File: src/obstacle_clearance_speed_map_defines.svh
// Assertion macros for the obstacle clearance speed map.
// Used by the controller; needs a clock and a reset in scope.
`ifndef OBSTACLE_CLEARANCE_SPEED_MAP_DEFINES_SVH
`define OBSTACLE_CLEARANCE_SPEED_MAP_DEFINES_SVH
// antecedent implies consequent in the next cycle
`define OCSM_ASSERT_NEXT(lbl, ante, cons, msg) \
   lbl: assert property (@(posedge clock) disable iff (reset) (ante) |=> (cons)) \
      else $error(msg);
// antecedent implies consequent in the same cycle
`define OCSM_ASSERT_NOW(lbl, ante, cons, msg) \
   lbl: assert property (@(posedge clock) disable iff (reset) (ante) |-> (cons)) \
      else $error(msg);
`endif

File: src/ocsm_pkg.sv
// Shared types and constants of the obstacle clearance speed map.
// No dependencies.
package ocsm_pkg;
   localparam int Q16_ONE = 65536;
   localparam int SPEED_W = 17;
   localparam int CSR_IDX_W = 2;
   localparam int CSR_DATA_W = 11;
   localparam logic [CSR_IDX_W-1:0] REG_RADIUS = 2'd0;
   localparam logic [CSR_IDX_W-1:0] REG_MAP_WIDTH = 2'd1;
   localparam logic [CSR_IDX_W-1:0] REG_MAP_HEIGHT = 2'd2;

   typedef struct packed {
      logic mode;
      logic obstacle;
   } req_type;

   typedef struct packed {
      logic [SPEED_W-1:0] speed;
      logic frame_last;
   } rsp_type;

   typedef enum logic [2:0] {
      S_IDLE,
      S_SCAN,
      S_FLUSH,
      S_ROOT_A,
      S_ROOT_B
   } state_type;

   typedef struct packed {
      logic accept;
      logic scan;
      logic root_a;
      logic root_b;
      logic finish;
   } cmd_type;

   typedef struct packed {
      logic emit;
      logic scan_last;
      logic root_done;
   } stat_type;
endpackage

File: src/ocsm_ctrl.sv
// Controller state machine of the obstacle clearance speed map.
// Depends on ocsm_pkg and obstacle_clearance_speed_map_defines.svh.
`include "obstacle_clearance_speed_map_defines.svh"
module ocsm_ctrl (
   input  logic               clock,
   input  logic               reset,
   input  logic               req_valid,
   output logic               req_stall,
   output logic               rsp_valid,
   input  logic               rsp_stall,
   input  ocsm_pkg::stat_type stat,
   output ocsm_pkg::cmd_type  cmd
);
   ocsm_pkg::state_type state_ff, state_in;
   logic rsp_valid_ff, rsp_valid_in;

   // hold state and output valid
   always_ff @(posedge clock) begin
      if (reset) begin
         state_ff <= ocsm_pkg::S_IDLE;
         rsp_valid_ff <= 1'b0;
      end else begin
         state_ff <= state_in;
         rsp_valid_ff <= rsp_valid_in;
      end
   end

   assign rsp_valid = rsp_valid_ff;

   // next state and commands
   always_comb begin
      state_in = state_ff;
      cmd = '0;
      req_stall = 1'b1;
      rsp_valid_in = rsp_valid_ff && rsp_stall;
      case (state_ff)
         ocsm_pkg::S_IDLE: begin
            req_stall = 1'b0;
            if (req_valid) begin
               cmd.accept = 1'b1;
               if (stat.emit) begin
                  state_in = ocsm_pkg::S_SCAN;
               end
            end
         end
         ocsm_pkg::S_SCAN: begin
            cmd.scan = 1'b1;
            if (stat.scan_last) begin
               state_in = ocsm_pkg::S_FLUSH;
            end
         end
         ocsm_pkg::S_FLUSH: begin
            state_in = ocsm_pkg::S_ROOT_A;
         end
         ocsm_pkg::S_ROOT_A: begin
            if (stat.root_done) begin
               // load the output register once it is free
               if (!rsp_valid_ff || !rsp_stall) begin
                  cmd.finish = 1'b1;
                  rsp_valid_in = 1'b1;
                  state_in = ocsm_pkg::S_IDLE;
               end
            end else begin
               cmd.root_a = 1'b1;
               state_in = ocsm_pkg::S_ROOT_B;
            end
         end
         ocsm_pkg::S_ROOT_B: begin
            cmd.root_b = 1'b1;
            state_in = ocsm_pkg::S_ROOT_A;
         end
         default: begin
            state_in = ocsm_pkg::S_IDLE;
         end
      endcase
   end

   `OCSM_ASSERT_NEXT(a_rsp_hold, rsp_valid && rsp_stall, rsp_valid, "result dropped")
   `OCSM_ASSERT_NEXT(a_scan, cmd.accept && stat.emit, state_ff == ocsm_pkg::S_SCAN, "no scan")
   `OCSM_ASSERT_NEXT(a_root_loop, cmd.root_b, state_ff == ocsm_pkg::S_ROOT_A, "root step lost")
   `OCSM_ASSERT_NOW(a_take_idle, cmd.accept, !req_stall && state_ff == ocsm_pkg::S_IDLE, "busy")
   `OCSM_ASSERT_NOW(a_finish_free, cmd.finish, !rsp_valid || !rsp_stall, "result overwritten")
endmodule

File: config.mk
export PLATFORM = sky130hd
export DESIGN_NAME = ocsm_ctrl
export DESIGN_NICKNAME = d
export VERILOG_FILES = /design/src/ocsm_pkg.sv /design/src/ocsm_ctrl.sv
export VERILOG_INCLUDE_DIRS = /design/src /design/src/src
export SDC_FILE = /design/constraint.sdc
export NUM_CORES = 1
export LEC_CHECK = 0
export BUFFER_PORTS_ARGS = -buffer_cell sky130_fd_sc_hd__buf_4
export CAP_MARGIN = 20
export CORE_AREA = 4 4 41 43
export DETAILED_ROUTE_END_ITERATION = 8
export DIE_AREA = 0 0 45 47
export GPL_TIMING_DRIVEN = 0
export HOLD_SLACK_MARGIN = 0.08
export SLEW_MARGIN = 20
export SYNTH_ARGS = -nofsm -noshare
export SYNTH_HDL_FRONTEND = slang
export SYNTH_SLANG_ARGS = --single-unit
export TNS_END_PERCENT = 5
File: constraint.sdc
create_clock -name clock -period 1.2 [get_ports clock]
set_input_delay 0.06 -clock clock [delete_from_list [all_inputs] [get_ports clock]]
set_output_delay 0.06 -clock clock [all_outputs]
set_load 0.005 [all_outputs]
# == Word-level counts from Yosys, hierarchy flattened ==
# Index checks and enable logic that the tools add are counted.
# op_classes
mul,0
eq_ne,8
n_reduce_logical,7
bitwise_logic,0
mux,19
shifts,0
addsub,0
n_div,0
magnitude_cmp,0
# ops
op,count
$mux W3,5
$mux W1,13
$pmux W3 S4,1
$eq A3 B2 Y1 const B,2
$ne A2 B2 Y1 const B,3
$reduce_and A4 Y1,1
$eq A3 B1 Y1 const B,1
$eq A3 B3 Y1 const B,1
$logic_not A3 Y1,1
$ne A3 B3 Y1 const B,1
$logic_not A1 Y1,2
$reduce_or A2 Y1,1
$logic_and A1 B1 Y1,1
$logic_or A1 B1 Y1,1
# totals
mem_bits_rw,0
latchBits,0
rom_bits,0
memories,0
inputBits,7
reg_bits,4

# == Depth between registers and ports, before layout ==
# Gate-level depths: netlist of the first run.
# logic_depth
depth_word,5
mapped_depth,5

# == Worst setup path before layout of the first run ==
# OpenSTA, ideal clock, no wires.
# synth_path
path_kind,flip-flop to flip-flop
start,register state_ff[2]
end,register state_ff[1]
setup_ns,0.095
slack_ns,0.086
arrival_time_ns,1.019
synth_period_minus_slack_ns,1.114
stages_incl_launch_ff,5
path_buffers,1
cell_sequence,dfxtp_1 -> buf_6 -> nand4b_4 -> or2_0 -> a221oi_1
# synth_between
elab_chain_len,3
word_cells_on_any_way,12
# synth_lines
item,line_no,source
"start, declared",ocsm_ctrl.sv:14,"ocsm_pkg::state_type state_ff, state_in;"
"start signal, assigned",ocsm_ctrl.sv:20,state_ff <= ocsm_pkg::S_IDLE;
"start signal, assigned",ocsm_ctrl.sv:23,state_ff <= state_in;
"$eq A3 B2 Y1, or another cell as far along",ocsm_ctrl.sv:36,case (state_ff)
"$ne A3 B3 Y1 (no source line), or another cell as far along",-,
$reduce_and A4 Y1 (no source line) / $pmux W3 S4 (equally long branches),-,
# Parallel ways exist; a longest one is shown, timed or not.
# A chain may end at the register's enable or synchronous reset.

# == Final worst setup path of the first run ==
# layout_path
start,register state_ff[2]
end,register state_ff[0]
# Same word-level chain as after synthesis.

==> reports/qor.yml, run 1 <==
drt:
  drt_iter0_markers: 5
  drt_first_pass_iters: 4
  drcViolationCount: 0
  drt_wl_total_um: 712
  avgRoutedWirePerCell_um: 10.63
  vias: 296
  ant_nets: 0
  via_per_inst: 4.418
timing:
  fin_setup_tns_ps: 0
  fin_crit_sh_pct: 99.19
  fmax_mhz: 840.1
  drv_slew: 0
  setup_viol_count_final: 0
  period_minus_slack_ps: 1190
  max-slew-margin-rel_pct: 83.32
  tightest_slew_ps: 248.7
  fin_skew_ps: 0.8347
  grt_setup_unrepaired: "yes"
  hold_viol: 0
run:
  drv_cap: 0
worst_setup_path:
  r2r_cells: 4
  end_kind: "flip-flop"
  worstPathRequired_ps: 1340
  worstPathArrival_ps: 1330
  reg2reg_from: "state_ff[2]"
  crit_path_start_kind: "flip-flop"
  cp-startpoint: "state_ff[2]"
  rrSetupSlack_ps: 10
  critPathKind: "reg -> reg"
  r2r_end: "state_ff[0]"
  crit_fanout: 5
clock_network:
  clk_pin_slew_ps: 40
  ctsRootBufferMaster: "clkbuf_4"
  numCtsBuffers: 3
  cts_tree: "done"
  htreeDepth: 1
  clk_latency_ps: 230
  cts.sinks: 4
  clockBufferDepth: 2
finish:
  fin_cells: 67
  final_core_util_pct: 37.69
  multi_input_area_um2: 185.2
  seq_area_um2: 80.08
  area_growth_pct: 89.37
  nNetsFinal: 61
  n_antenna_cell: 0
  fillerInstances: 143
  drive_above_1_share_pct: 57.69
die:
  ios: 14
  die_x_um: 45
  initial_core_util_pct: 19.90
  fp.dieH_um: 47
  core-area_mm2: 0.001301
  dieArea_mm2: 0.002115
  row_count: 13
min_path:
  whs_path_depth: 3
  hold-path-endpoint: "rsp_valid"
  hp-start: "rsp_stall"
  hold_path_class: "in -> reg"
global_route:
  grt_pass1_vias: 287
  grt_pass1_wl_um: 1228
  track_usage_pct: 8.379
  gr-total-overflow: 0
  grt_max_degree: 11
  antenna_found_initial: 0
status:
  status: "finished clean"
synthesis:
  synth_area_um2: 259.0
  ys_seq_area_share_pct: 30.92
  synthDistinctLibCells: 18
  syn-num-nets: 38
  yosys_register_bits: 4
  ys_warn_count: 0
  avgSynthCellArea_um2: 8.355
  syn_inst: 31
place:
  hpwlAfterDp_um: 471
  portBuffers: 13
  place_inst: 59
  gp_congestion: 0.7360
pwr:
  power.density_mw_per_mm2: 849.2
  ir_drop_mv: 0.3158
  leakage_nw: 0.2408
## kinds of logic (layout without fill, tap and decap cells)
group                  after synthesis  after routing  synth area share, %
AOI/OAI and AO/OA                    7              7                17.39
DFF                                  4              4                30.92
buffers and inverters                4             25                11.59
and+or+nand+nor                     16             16                40.10
## per-layer routing
metal / routed length [um] / part of all wire [%] / track usage [%]
met5: 0 / 0 / 0
met4: 0 / 0 / 5.263
met3: 32 / 4.5 / 3.448
met2: 376 / 53 / 11.58
met1: 303 / 43 / 10.71
## per-stage QoR
step | total power, mW | worst slack (ps) | cell area [um2] | hold WS, ps
floorplan | 0.1813 | 85.72 | 259.0 | 129.1
global placement | 0.2228 | 5.035 | 375.4 | 252.0
detailed placement | 0.2232 | -4.918 | 375.4 | 252.5
CTS | 0.4131 | -2.766 | 451.7 | 115.9
global route | 0.4502 | -70.32 | 490.5 | 145.7
finish | 0.4165 | 9.724 | 490.5 | 120.6
## layout by cell type, fill, tap and decap left out, drive strengths merged
cell type and count:
nor2 2, or2 2, nand4b 1, nand3 1, inv 1, a221oi 2, nand3b 1, nand2 3
buf 19, clkbuf 3, and2 1, a211oi 1, dfxtp 4, dlygate4sd3 1, dlymetal6s4s 1, nor3 3
o21ai 1, a21oi 3, nor3b 2
## timing repair
| item | CTS | global route |
|---|---|---|
| hold endpoints to repair | 4 | 0 |
| hold buffers | 2 | 0 |
| resized for setup | 6 | 6 |
| setup buffers | 1 | 2 |
| endpoints found under the setup margin | 4 | 5 |
| pin swaps | 2 | 3 |
## sequential cells by signal (all words and copies together), names as in the netlist
name / count
rsp_valid: 1
state_ff: 3
## power by group
group / total (mW) / internal [mW] / switching (mW)
Clock: 0.164 / 0.112 / 0.0522
Sequential: 0.140 / 0.138 / 0.00184
Combinational: 0.112 / 0.0638 / 0.0487
Total: 0.416 / 0.314 / 0.103
## critical path, stage by stage (launching register included)
cell and delay (ps):
dfxtp_1 300, buf_6 120, nand4b_4 170, or2_4 270
a221oi_2 240
## cells in the mapped netlist
master    count  share of area, %
dfxtp_1       4                31
a21oi_1       3               5.8
nand2_1       3               4.3
nor3_1        3               5.8
a221oi_1      2               6.8
buf_4         2               5.8
nor2_1        2               2.9
nor3b_1       2               5.8
a211oi_1      1               2.9
and2_1        1               2.4
buf_6         1               4.3
inv_1         1               1.4
nand3_1       1               1.9
nand3b_1      1               2.9
nand4b_4      1               9.2
o21ai_0       1               1.9
or2_0         1               2.4
or2_2         1               2.4
## area by class of cell
class | instances | area share [%]
repair buffers | 18 | 29.85
multi-input cells | 23 | 37.76
clock buffers | 3 | 4.592
flip-flops and latches | 4 | 16.33
well taps | 15 | 3.827
inverters | 1 | 0.7653
plain buffers | 3 | 6.888
## how the worst max path moves through the flow
stage / end / slack [ps]
after floorplan: state_ff[1] / 90
after global routing: state_ff[0] / -70
after detailed placement: state_ff[0] / -5
final: state_ff[0] / 10
after global placement: state_ff[1] / 5
after CTS: state_ff[0] / -3
No activity file was read; power rests on OpenSTA's default activity.
==> inputs of run 2 (changes only) <==
PLACE_DENSITY_LB_ADDON = 0.1   (was default)
==> reports/qor.yml, run 2 (synthesis gave the netlist of run 1 again) <==
drt:
  avgRoutedWirePerCell_um: 11.33  # was 10.63 um
  via_per_inst: 4.625  # was 4.418
  vias: 296  # unchanged
  drt_iter0_markers: 3  # was 5
  drt_wl_total_um: 725  # was 712 um
  ant_nets: 0  # unchanged
  drcViolationCount: 0  # unchanged
  drt_first_pass_iters: 4  # unchanged
pwr:
  power.switching_mw: 0.1105  # was 0.1027 mW
  leakage_nw: 0.2060  # was 0.2408 nW
  ir_drop_mv: 0.2827  # was 0.3158 mV
  netSwitchingFraction_pct: 26.66  # was 24.66%
  p_int_mw: 0.3039  # was 0.3138 mW
  power.share.clock_pct: 42.5  # was 39.3%
  p_comb_share_pct: 23.8  # was 27.0%
  finalPower_mw: 0.4144  # was 0.4165 mW
  power.density_mw_per_mm2: 917.4  # was 849.2 mW/mm2
  p_seq_share_pct: 33.7  # about the same
timing:
  postLayoutSetupSlackWorst_ps: -4.819  # was 9.724 ps
  period_minus_slack_ps: 1205  # was 1190 ps
  fin_crit_sh_pct: 100.4  # was 99.19%
  hold_viol: 0  # unchanged
  fmax_mhz: 830.0  # was 840.1 MHz
  tightest_slew_ps: 291.0  # was 248.7 ps
  grt_setup_unrepaired: "yes"  # unchanged
  drv_slew: 0  # unchanged
  fin_skew_ps: 0.7543  # was 0.8347 ps
  setup_viol_count_final: 1  # was 0
  fin_hold_ws_ps: 117.8  # was 120.6 ps
  max-slew-margin-rel_pct: 80.49  # was 83.32%
clock_network:
  htreeDepth: 1  # unchanged
  numCtsBuffers: 3  # unchanged
  cts_tree: "done"  # unchanged
  clk_pin_slew_ps: 40  # about the same
  ctsRootBufferMaster: "clkbuf_4"  # unchanged
  post_cts_buffers: 0  # was 1
  clockBufferDepth: 2  # unchanged
  cts.sinks: 4  # unchanged
  clk_latency_ps: 240  # was 230 ps
finish:
  regMostFlops: "state_ff"  # unchanged
  fillerInstances: 144  # was 143
  n_antenna_cell: 0  # unchanged
  largest_register_ffs: 3  # unchanged
  layout_common_cells: "14 x buf_4, 4 x dfxtp_1, 3 x nand2_1, 3 x clkbuf_4"  # was 15 x buf_4, 4 x buf_6, 4 x dfxtp_1
  nNetsFinal: 58  # was 61
  final_common_cell: "buf_4"  # unchanged
  drive_above_1_share_pct: 53.06  # was 57.69%
  area_growth_pct: 74.40  # was 89.37%
die:
  initial_core_util_pct: 19.90  # unchanged
  core-area_mm2: 0.001301  # unchanged
  row_count: 13  # unchanged
  dieArea_mm2: 0.002115  # unchanged
  die_x_um: 45  # unchanged
  ios: 14  # unchanged
  fp.dieH_um: 47  # unchanged
run:
  drv_cap: 0  # unchanged
worst_setup_path:
  crit_path_start_kind: "flip-flop"  # unchanged
  critPathKind: "reg -> out"  # was reg -> reg
  end_kind: "primary output"  # was flip-flop
  worst-path-buf-inv: 2  # was 1
  crit_fanout: 10  # was 5
  worstPathArrival_ps: 1140  # was 1330 ps
  crit_cells: 4  # unchanged
  cp_slowest_cell: "dfxtp_1"  # unchanged
  cp_top_family: "simple AND/OR/NAND/NOR gates"  # unchanged
  r2r_cells: 4  # unchanged
  path_cells: "buf_6, nor3_4, and2_1, buf_4"  # was buf_6, nand4b_4, or2_4, a221oi_2
  worstPathRequired_ps: 1140  # was 1340 ps
  critical_path.max_stage_delay_ps: 300  # about the same
global_route:
  grt_pass1_wl_um: 1097  # was 1228 um
  antenna_found_initial: 0  # unchanged
  gr-total-overflow: 0  # unchanged
  track_usage_pct: 8.208  # was 8.379%
  grt_max_degree: 11  # unchanged
  grt_pass1_vias: 283  # was 287
min_path:
  whs_path_depth: 3  # unchanged
  hold_path_class: "in -> reg"  # unchanged
place:
  portBuffers: 13  # unchanged
  gp_congestion: 0.6548  # was 0.7360
  hpwlAfterDp_um: 521  # was 471 um
status:
  violations: "setup timing"
  status: "finished, violations left"  # was finished clean
-- run 2: changes by cell type in the layout (fill, tap and decap cells not counted), sizes merged --
cell / before / now
buf: 19 / 16
dlygate4sd3: 1 / 2
dlymetal6s4s: 1 / 0
-- run 2: worst min-delay path: stages --
cell and delay [ps]:
buf_4 110, nand2_1 80, a221oi_2 60
-- run 2: power by group through the flow --
stage          sequential, mW  clock (mW)  combinational, mW
4_1_cts                 0.140       0.184             0.0923
2_1_floorplan           0.141           0             0.0401
3_3_place_gp            0.141           0             0.0805
3_5_place_dp            0.142           0             0.0814
5_1_grt                 0.140       0.196              0.107
6_report                0.140       0.176             0.0988
-- run 2: area by class of cell --
| cell class | count | area (um2) | area share, % |
|---|---|---|---|
| multi-input cells | 23 | 178.9 | 39.61 |
| inverters | 1 | 3.754 | 0.8310 |
| well taps | 15 | 18.77 | 4.155 |
| flip-flops and latches | 4 | 80.08 | 17.73 |
| clock buffers | 3 | 22.52 | 4.986 |
| plain buffers | 3 | 30.03 | 6.648 |
| repair buffers | 15 | 117.6 | 26.04 |
-- run 2: repair_timing --
action,4_1_cts,5_1_grt
pin swaps,2,1
setup endpoints to repair,3,5
hold buffers,2,0
endpoints found under the hold margin,4,0
resized for setup,4,4
-- run 2: final timing paths --
kind          startpoint           to  slack [ps]
max reg2reg  state_ff[2]  state_ff[0]          20
min              stat[2]  state_ff[0]         120
min reg2reg    rsp_valid    rsp_valid         520
max          state_ff[2]       cmd[4]          -5
-- run 2: per-layer routing --
metal	track usage, %	part of all wire, %	vias up
met2	11.58	50	11
li1	-	-	148
met4	14.04	6.6	0
met5	0	0	-
met1	7.710	39	132
met3	1.916	4.3	5
-- run 2: per-stage QoR --
step	utilization [%]	area (um2)	setup TNS, ps	worst slack (ps)	cells
5_1_grt	34.71	451.7	-150.5	-77.56	64
2_1_floorplan	-	259.0	0	85.72	31
4_1_cts	33.27	432.9	-23.92	-13.95	64
6_report	34.71	451.7	-4.819	-4.819	64
3_5_place_dp	28.85	375.4	-5.656	-5.656	59
3_3_place_gp	28.85	375.4	0	20.98	59
